## config.mk

```make
export PLATFORM = sky130hd
export DESIGN_NAME = pra_ctrl
export DESIGN_NICKNAME = d
export VERILOG_FILES = /design/src/sv/pra_pkg.sv /design/src/sv/pra_ctrl.sv
export SDC_FILE = /design/constraint.sdc
export NUM_CORES = 1
export LEC_CHECK = 0
export BUFFER_PORTS_ARGS = -buffer_cell sky130_fd_sc_hd__buf_2
export CAP_MARGIN = 5
export CORE_MARGIN = 5
export CORE_UTILIZATION = 25
export DETAILED_ROUTE_END_ITERATION = 10
export GPL_TIMING_DRIVEN = 0
export PLACE_DENSITY = 0.46
export SLEW_MARGIN = 15
export SYNTH_ARGS = -nofsm -noshare
export SYNTH_HDL_FRONTEND = slang
export SYNTH_SLANG_ARGS = --single-unit
```

## constraint.sdc

```tcl
create_clock -name clk_i -period 4.3 [get_ports clk_i]
set_input_delay 0.86 -clock clk_i [delete_from_list [all_inputs] [get_ports clk_i]]
set_output_delay 0.86 -clock clk_i [all_outputs]
set_load 0.05 [all_outputs]
```

## src/sv/pra_pkg.sv

```systemverilog
// ----------------------------------------------------------------------------
// pra_pkg: shared types and constants for plane_rotation_accumulate
// Holds the CORDIC table, turn constants and controller/datapath command types.
// ----------------------------------------------------------------------------
package pra_pkg;

  localparam int unsigned AngW = 32;
  localparam int unsigned WrapW = 25;
  localparam int unsigned DataW = 32;
  localparam int unsigned CordicSteps = 22;
  localparam int unsigned StepW = 5;

  localparam logic signed [33:0] FullTurn = 34'sd23592960;
  localparam logic signed [33:0] HalfTurn = 34'sd11796480;
  localparam logic signed [33:0] QuarterTurn = 34'sd5898240;
  localparam logic signed [33:0] CordicGain = 34'sd652032874;
  localparam logic signed [31:0] OneQ30 = 32'sd1073741824;

  // Wrap search: the remainder is found by subtracting shifted copies of a turn.
  localparam int unsigned WrapSteps = 9;
  // A negative angle is lifted by 128 turns, which exceeds any 32-bit magnitude.
  localparam int unsigned LiftShift = 7;

  function automatic logic signed [33:0] atan_q16(input logic [StepW-1:0] idx);
    logic signed [33:0] r;
    begin
      case (idx)
        5'd0: r = 34'sd2949120;
        5'd1: r = 34'sd1740967;
        5'd2: r = 34'sd919879;
        5'd3: r = 34'sd466945;
        5'd4: r = 34'sd234379;
        5'd5: r = 34'sd117304;
        5'd6: r = 34'sd58666;
        5'd7: r = 34'sd29335;
        5'd8: r = 34'sd14668;
        5'd9: r = 34'sd7334;
        5'd10: r = 34'sd3667;
        5'd11: r = 34'sd1833;
        5'd12: r = 34'sd917;
        5'd13: r = 34'sd458;
        5'd14: r = 34'sd229;
        5'd15: r = 34'sd115;
        5'd16: r = 34'sd57;
        5'd17: r = 34'sd29;
        5'd18: r = 34'sd14;
        5'd19: r = 34'sd7;
        5'd20: r = 34'sd4;
        5'd21: r = 34'sd2;
        default: r = 34'sd0;
      endcase
      return r;
    end
  endfunction

  typedef enum logic [2:0] {
    CmdIdle,
    CmdLoad,
    CmdWrap,
    CmdCordicInit,
    CmdCordicStep,
    CmdCordicDone,
    CmdMac,
    CmdMacStore
  } cmd_op_e;

  typedef struct packed {
    cmd_op_e        op;
    logic           sel_spin;   // CORDIC works on spin when set, tilt otherwise
    logic [3:0]     wrap_idx;
    logic [StepW-1:0] step;
    logic           pass2;      // second product of incremental mode
    logic [1:0]     row;
    logic [1:0]     col;
    logic [1:0]     k;
  } dp_cmd_t;

  typedef struct packed {
    logic mode;
  } dp_stat_t;

endpackage

```

## src/sv/pra_ctrl.sv

```systemverilog
// ----------------------------------------------------------------------------
// pra_ctrl: sequencer for wrap, CORDIC and matrix product passes
// Issues one datapath command per cycle and runs the stream handshake.
// ----------------------------------------------------------------------------
module pra_ctrl import pra_pkg::*; (
  input  logic     clk_i,
  input  logic     rst_ni,
  input  logic     in_valid_i,
  output logic     in_ready_o,
  output logic     out_valid_o,
  input  logic     out_ready_i,
  input  dp_stat_t stat_i,
  output dp_cmd_t  cmd_o
);

  typedef enum logic [2:0] {
    StIdle, StWrap, StCInit, StCStep, StCDone, StMac, StStore, StOut
  } state_e;

  state_e state_q;
  logic sel_q, pass2_q, out_valid_q;
  logic [3:0] widx_q;
  logic [StepW-1:0] step_q;
  logic [1:0] row_q, col_q, k_q;

  always_comb begin
    cmd_o = '0;
    cmd_o.sel_spin = sel_q;
    cmd_o.wrap_idx = widx_q;
    cmd_o.step = step_q;
    cmd_o.pass2 = pass2_q;
    cmd_o.row = row_q;
    cmd_o.col = col_q;
    cmd_o.k = k_q;
    case (state_q)
      StIdle:  cmd_o.op = (in_valid_i && !out_valid_q) ? CmdLoad : CmdIdle;
      StWrap:  cmd_o.op = CmdWrap;
      StCInit: cmd_o.op = CmdCordicInit;
      StCStep: cmd_o.op = CmdCordicStep;
      StCDone: cmd_o.op = CmdCordicDone;
      StMac:   cmd_o.op = CmdMac;
      StStore: cmd_o.op = CmdMacStore;
      default: cmd_o.op = CmdIdle;
    endcase
  end

  assign in_ready_o = (state_q == StIdle) && !out_valid_q;
  assign out_valid_o = out_valid_q;

  always_ff @(posedge clk_i or negedge rst_ni) begin
    if (!rst_ni) begin
      state_q <= StIdle;
      sel_q <= 1'b0; pass2_q <= 1'b0; out_valid_q <= 1'b0;
      widx_q <= '0; step_q <= '0; row_q <= '0; col_q <= '0; k_q <= '0;
    end else begin
      if (out_valid_q && out_ready_i) out_valid_q <= 1'b0;
      case (state_q)
        StIdle: if (in_valid_i && !out_valid_q) begin
          state_q <= StWrap; sel_q <= 1'b0; widx_q <= 4'(WrapSteps);
        end
        StWrap: begin
          if (widx_q == '0) begin
            if (sel_q) begin
              sel_q <= 1'b0; state_q <= StCInit;
            end else begin
              sel_q <= 1'b1; widx_q <= 4'(WrapSteps);
            end
          end else widx_q <= widx_q - 4'd1;
        end
        StCInit: begin state_q <= StCStep; step_q <= '0; end
        StCStep: begin
          if (step_q == StepW'(CordicSteps - 1)) state_q <= StCDone;
          else step_q <= step_q + StepW'(1);
        end
        StCDone: begin
          if (sel_q) begin
            state_q <= StMac; pass2_q <= 1'b0;
            row_q <= '0; col_q <= '0; k_q <= '0;
          end else begin
            sel_q <= 1'b1; state_q <= StCInit;
          end
        end
        StMac: begin
          if (k_q == 2'd2) state_q <= StStore;
          else k_q <= k_q + 2'd1;
        end
        StStore: begin
          k_q <= '0;
          state_q <= StMac;
          if (col_q != 2'd2) col_q <= col_q + 2'd1;
          else begin
            col_q <= '0;
            if (row_q != 2'd2) row_q <= row_q + 2'd1;
            else begin
              row_q <= '0;
              if (!stat_i.mode && !pass2_q) pass2_q <= 1'b1;
              else begin
                state_q <= StOut; out_valid_q <= 1'b1;
              end
            end
          end
        end
        StOut: state_q <= StIdle;
        default: state_q <= StIdle;
      endcase
    end
  end

`ifndef SYNTHESIS
  a_no_accept_busy: assert property (@(posedge clk_i) disable iff (!rst_ni)
    (state_q != StIdle) |-> !in_ready_o) else $error("input taken while busy");
  a_out_hold: assert property (@(posedge clk_i) disable iff (!rst_ni)
    (out_valid_q && !out_ready_i) |=> out_valid_q) else $error("result dropped");
  a_step_range: assert property (@(posedge clk_i) disable iff (!rst_ni)
    (state_q == StCStep) |-> (step_q < StepW'(CordicSteps))) else $error("step range");
`endif

endmodule

```

==> results of run 1 <==
flip-flops by register name, indices dropped and copies added (netlist names):
| signal | cells |
|---|---|
| step_q | 5 |
| widx_q | 4 |
| state_q | 3 |
| col_q | 2 |
| k_q | 2 |
| row_q | 2 |
| out_valid_o | 1 |
| pass2_q | 1 |
| sel_q | 1 |
routing by layer:
metal	part of all wire [%]	vias up
met2	48	29
li1	-	535
met3	5.2	5
met4	1.6	0
met1	45	538
met5	0	-
Yosys cell counts, types with 2 or more instances:
cell,instances
xor2_1,3
mux2_2,2
nor2b_1,3
nor2_1,10
a21oi_1,5
nand3_1,6
a22o_1,2
ha_1,5
o31ai_1,2
nand4_1,2
dfrtp_1,21
buf_4,2
nor3_1,4
inv_1,11
nand2b_1,2
nand2_1,9
o21ai_0,12
buf_2,4
xnor2_1,2
final timing paths:
check | from | end | slack [ns] | depth (start not counted)
min reg2reg | k_q[1]$_DFFE_PN0P_ | k_q[1]$_DFFE_PN0P_ | 0.54 | 1
max reg2reg | widx_q[0]$_DFFE_PN0P_ | state_q[0]$_DFFE_PN0P_ | 2.54 | 6
min | rst_ni | step_q[2]$_DFFE_PN0P_ | 0.54 | 1
max in group asynchronous | rst_ni | pass2_q$_DFFE_PN0P_ | 3.43 | 1
min in group clk_i | k_q[1]$_DFFE_PN0P_ | k_q[1]$_DFFE_PN0P_ | 0.54 | 1
max | state_q[0]$_DFFE_PN0P_ | in_ready_o | 1.73 | 4
cell type report:
cell class | instances | area, um2 | share of cell area (%)
multi-input cells | 94 | 644.4 | 42.70
flip-flops and latches | 21 | 525.5 | 34.83
repair buffers | 26 | 130.1 | 8.624
well taps | 67 | 83.83 | 5.556
clock buffers | 4 | 45.04 | 2.985
inverters | 11 | 41.29 | 2.736
plain buffers | 7 | 38.79 | 2.570
report_power, final:
part	switching [mW]	internal, mW	leakage [nW]
Combinational	0.00479	0.00150	0.450
Clock	0.0641	0.0660	0.0228
Sequential	0.0000000000000000212	0.197	0.237
Total	0.0689	0.265	0.710
cells by family after synthesis:
group / count (synthesis) / share of synthesized area [%]
AO/OA/AOI/OAI: 35 / 19.92
XOR/XNOR: 5 / 3.504
adder cells (fa/ha/maj): 5 / 5.005
buffers and inverters: 18 / 6.406
flip-flops: 21 / 42.04
multiplexers: 2 / 1.802
AND/OR/NAND/NOR: 47 / 21.32
==> reports/qor.txt, run 1 <==
Area added between synthesis and finish: 20.72%
PwrDens: 221.2 mW/mm2
DR DRC count: 0
Setup crit end kind: primary output
Post-layout nets: 174
Final hold vios: 0
Wire per inst: 13.34 um
Worst-path maximum fanout: 10
Number of port buffers: 26
Global-route wire length before repair: 5119 um
Sequential element share of the synthesized area: 42.04%
WS Path Type: register to primary output
Dpl cells: 226
Vias after detailed routing: 1,107
Top FF cell, synth: dfrtp_1
Overall Global Routing Usage: 10.10%
Slew margin rel.: 66.22%
Critical path's slowest cell: dfrtp_1
Flops & latches, synth: 21
GRT overflow: 0
Max-cap violations: 0
Setup TNS Final: 0 ns
Final Util: 31.53%
Post-Synthesis Cell Area: 0.001250 mm2
Initial DRC count: 55
Chip height: 80.71 um
Die Wd: 80.71 um
CP Data Arrival Time: 1.71 ns
GR Util met3: 1.906%
Library cells used by synthesis: 45
Busiest metal layer after global routing: met2
Clock Tree Root: clkbuf_8
Hpwl dp: 2333 um
Setup Skew: 0.004049 ns
Vias in the first global route: 1,086
Pwr Total: 333.8 uW
Row cnt: 25
Post-synth ARST share: 100.0%
# diodes: 0
Post-synthesis cell count: 133
Final Instance Area: 0.001509 mm2
DR pass1 iterations: 4
CTS Hold Bufs: 0
Gpl congestion: 0.7872
# resized after CTS: 0
Filler instances: 506
Setup Buffers After CTS: 0
Setup ws final: 1.729 ns
Commonest non-fill, non-tap cell in the layout: buf_2
Non-Filler Instances: 230
Core area: 0.004786 mm2
Synth Area per Inst: 9.398 um2
Final slew viol count: 0
CP bufs+invs: 3
Synth warn: 0
Wirelength, routed: 3068 um
Max stage delay on crit path: 0.37 ns
GRT met1 Usage: 13.07%
Initial antenna violation count: 0
Post-route minimum period: 2.571 ns
Share of cells above drive strength 1: 27.61%
CTS tree: yes
WHS: 0.5430 ns
Initial Utilization: 26.12%
Syn_nets: 143
Worst path required time: 3.44 ns
Post-synth top area cell: dfrtp_1
Worst min-delay path category: input port to async pin
Status: complete, no violations
Static leakage: 0.7097 nW
Place WS: 1.958 ns
Pin slew with the least headroom to its limit: 0.5067 ns
Vias/cell: 4.813
Final Cycle Share: 59.80%
Commonest non-fill, non-tap cells in the layout: buf_2 (30), dfrtp_1 (21), o21ai_0 (12)
# IOs: 27
Crit-path leading delay family: buffers and inverters
Clock Pin Slew Worst Setup and Hold Paths: 0.08 ns
Total clock buffers created by CTS: 3
EDFF count, synth: 0
Cell Area, Placed: 0.001464 mm2
Setup Viol. Count Final: 0
CP Launch Type: register
CP dominant cell by count: buf_2
Area contributors post-synth: dfrtp_1 (42%), ha_1 (5.0%), o21ai_0 (4.8%)
Clock buffer depth: 2
RSZ-0062 raised after global routing: no
Top cell type's share of synthesized area: 42.04%
Worst IR drop on VDD: 0.0001138 V
Met2 Use GR: 16.56%
Crit-path cells: buf_2 -> buf_1 -> nor4_1 -> buf_2
Clock H-tree levels: 1
Routed Antenna Nets: 0
Peak Freq: 388.9 MHz
# clock sinks: 21
Clk Latency, worst-skew pair: 0.26 ns
Largest net degree at the start of global routing: 22
Die area: 0.006514 mm2
Note: power is estimated with default switching activity, not from simulation.
==> run 2, diff against run 1 <==
--- a/config.mk
+++ b/config.mk
@@ -5,13 +5,14 @@
 export SDC_FILE = /design/constraint.sdc
 export NUM_CORES = 1
 export LEC_CHECK = 0
+export ABC_AREA = 1
 export BUFFER_PORTS_ARGS = -buffer_cell sky130_fd_sc_hd__buf_2
 export CAP_MARGIN = 5
 export CORE_MARGIN = 5
 export CORE_UTILIZATION = 25
 export DETAILED_ROUTE_END_ITERATION = 10
 export GPL_TIMING_DRIVEN = 0
-export PLACE_DENSITY = 0.46
+export PLACE_DENSITY = 0.47
 export SLEW_MARGIN = 15
 export SYNTH_ARGS = -nofsm -noshare
 export SYNTH_HDL_FRONTEND = slang
==> constraint.sdc (replaced) <==
create_clock -name clk_i -period 2.3 [get_ports clk_i]
set_input_delay 0.46 -clock clk_i [delete_from_list [all_inputs] [get_ports clk_i]]
set_output_delay 0.46 -clock clk_i [all_outputs]
set_load 0.05 [all_outputs]
==> run 2 against run 1 <==
First-iteration DRC count decreased by 33%; clock skew fell by 0.0029 ns; critical path type unchanged; final cell count up 18%; sequential power grew to 3.1 times the previous value; routed wire length fell by 4.0%; sequential share of layout area down 1.3 points; non-clock buffer count fell by 2; largest cell class unchanged; via count is 2.1% higher.
==> reports/qor.txt, run 2 <==
Pin slew with the least headroom to its limit: 0.5096 ns (+0.002879 ns)
Worst IR drop on VDD: 0.0004055 V (+260%)
Area added between synthesis and finish: 20.11%
Clock Tree Root: clkbuf_8
PwrDens: 1512 mW/mm2 (+580%)
Clock H-tree levels: 1 (unchanged)
EDFF count, synth: 0 (unchanged)
CTS Hold Bufs: 0 (unchanged)
Routed Antenna Nets: 0 (unchanged)
Chip height: 82.29 um (+2.0%)
Final hold vios: 0 (unchanged)
Vias/cell: 4.154 (-14%)
Die Wd: 82.29 um (+2.0%)
Syn_nets: 182 (+27%)
Setup crit end kind: primary output
Post-synth top area cell: dfrtp_1
Post-route minimum period: 2.053 ns
Crit-path cells: inv_2 -> buf_6 -> nand3_4 -> o21ai_0 -> or2_1 -> buf_2
Largest registers: step_q (5), widx_q (4), state_q (3)
Dpl cells: 268 (+19%)
# resized after CTS: 0 (unchanged)
Final Cycle Share: 89.24%
Cell Area, Placed: 0.001524 mm2 (+4.1%)
# clock sinks: 21 (unchanged)
Initial Utilization: 25.58% (-0.54 points)
Commonest non-fill, non-tap cells in the layout: nand2_1 (46), buf_2 (26), dfrtp_1 (21)
Total clock buffers created by CTS: 3 (unchanged)
Pwr Total: 2.373 mW (+610%)
CTS tree: yes
Max FFs per register: 5 (unchanged)
CP Data Arrival Time: 1.59 ns (-0.12 ns)
Non-Filler Instances: 272 (+18%)
Stages on worst setup path: 6 (+2)
Clock Pin Slew Worst Setup and Hold Paths: 0.08 ns (about the same)
Final Util: 30.72% (-0.81 points)
Initial antenna violation count: 0 (unchanged)
Worst path required time: 1.84 ns (-1.60 ns)
Slew margin rel.: 66.03% (-0.19 points)
DR DRC count: 0 (unchanged)
Worst-path maximum fanout: 10 (unchanged)
Synth warn: 0 (unchanged)
Global-route wire length before repair: 5016 um (-2.0%)
CP Launch Type: register
Setup Viol. Count Final: 0 (unchanged)
DR pass1 iterations: 4 (unchanged)
Hpwl dp: 2236 um (-4.2%)
Post-Synthesis Cell Area: 0.001306 mm2 (+4.5%)
Wirelength, routed: 2944 um (-4.0%)
Post-synthesis cell count: 172 (+29%)
Top cell type's share of synthesized area: 40.23% (-1.8 points)
Row cnt: 26 (+4.0%)
Peak Freq: 487.2 MHz
# IOs: 27 (unchanged)
Vias after detailed routing: 1,130 (+2.1%)
Commonest non-fill, non-tap cell in the layout: nand2_1
GRT overflow: 0 (unchanged)
Sequential element share of the synthesized area: 40.23% (-1.8 points)
Die area: 0.006771 mm2 (+3.9%)
Static leakage: 0.8461 nW (+19%)
CP bufs+invs: 3 (unchanged)
Place WS: 0.5191 ns (-1.439 ns)
Largest net degree at the start of global routing: 22 (unchanged)
Initial DRC count: 37 (-33%)
Final Instance Area: 0.001569 mm2 (+4.0%)
WS Path Type: register to primary output
Flops & latches, synth: 21 (unchanged)
Worst min-delay path category: input port to async pin
Max-cap violations: 0 (unchanged)
Reg with most FFs: step_q
Clock buffer depth: 2 (unchanged)
Core area: 0.005107 mm2 (+6.7%)
Area contributors post-synth: dfrtp_1 (40%), nand2_1 (13%), nand3_1 (6.9%)
Setup ws final: 0.2474 ns (-1.481 ns)
Synth Area per Inst: 7.594 um2 (-19%)
Final slew viol count: 0 (unchanged)
Max stage delay on crit path: 0.45 ns (+0.08 ns)
Synth top cells by count: nand2_1 (46), dfrtp_1 (21), inv_1 (18), nand3_1 (18), nor2_1 (14)
Crit-path leading delay family: flip-flops
Critical path's slowest cell: dfrtp_1
Vias in the first global route: 1,084 (-0.18%)
Overall Global Routing Usage: 9.613% (-0.49 points)
Gpl congestion: 0.7706 (-2.1%)
Worst R2R Path Depth: 8 (+2)
Top FF cell, synth: dfrtp_1
Share of cells above drive strength 1: 25.25% (-2.4 points)
Number of port buffers: 26 (unchanged)
Setup Skew: 0.001184 ns (-0.002865 ns)
Most frequent cell after synthesis: nand2_1
Post-synth ARST share: 100.0% (unchanged)
Clk Latency, worst-skew pair: 0.26 ns (about the same)
WHS: 0.1583 ns (-0.3847 ns)
Setup TNS Final: 0 ns (unchanged)
RSZ-0062 raised after global routing: no
Wire per inst: 10.82 um (-19%)
# diodes: 0 (unchanged)
Post-layout nets: 213 (+22%)
Status: complete, no violations
Setup Buffers After CTS: 0 (unchanged)
Library cells used by synthesis: 26 (-42%)
run 2: changes by cell type in the layout (fill, tap and decap cells not counted), sizes merged, moves of 4 or more:
cell | previous run | this run
nand2 | 9 | 51
nand3 | 7 | 20
inv | 11 | 21
or2 | 0 | 4
nor2 | 10 | 18
nor3 | 4 | 0
run 2: report_power, final:
part / internal, mW / switching (mW) / leakage [nW]
registers: 0.494 / 0.112 / 0.273
clock network: 0.123 / 0.124 / 0.0228
logic: 0.416 / 1.10 / 0.550
total: 1.03 / 1.34 / 0.846
run 2: routing by layer:
layer | vias up | routed length, um | GRT usage, %
li1 | 607 | - | -
met1 | 500 | 1525 | 13.48
met2 | 21 | 1242 | 14.18
met3 | 2 | 156 | 3.362
met4 | 0 | 19 | 1.993
met5 | - | 0 | 0
run 2: layout make-up:
class,instances,area (um2)
flip-flops and latches,21,525.5
clock buffers,4,45.04
inverters,21,78.83
plain buffers,5,41.29
fillers,585,3538
multi-input cells,125,660.6
well taps,70,87.58
repair buffers,26,130.1
run 2: worst paths after layout:
path	start	endpoint	slack (ns)
setup reg to reg	step_q[1]$_DFFE_PN0P_	state_q[1]$_DFFE_PN0P_	0.86
hold reg to reg	k_q[0]$_DFFE_PN0P_	k_q[0]$_DFFE_PN0P_	0.52
hold / removal	rst_ni	k_q[1]$_DFFE_PN0P_	0.16
setup / recovery	state_q[0]$_DFFE_PN0P_	cmd_o[18]	0.25
max in group asynchronous	rst_ni	widx_q[0]$_DFFE_PN0P_	1.79
min in group clk_i	out_ready_i	out_valid_o$_DFF_PN0_	0.37
run 2: cells by family (layout without fill, tap and decap cells):
| kind of cell | Yosys count | after routing | synth area share [%] |
|---|---|---|---|
| xor gates and xnor gates | 3 | 3 | 2.012 |
| adders and majority gates | 5 | 5 | 4.789 |
| AOI/OAI and AO/OA | 20 | 20 | 9.004 |
| and+or+nand+nor | 97 | 97 | 34.77 |
| DFF | 21 | 21 | 40.23 |
| buffers and inverters | 26 | 56 | 9.195 |
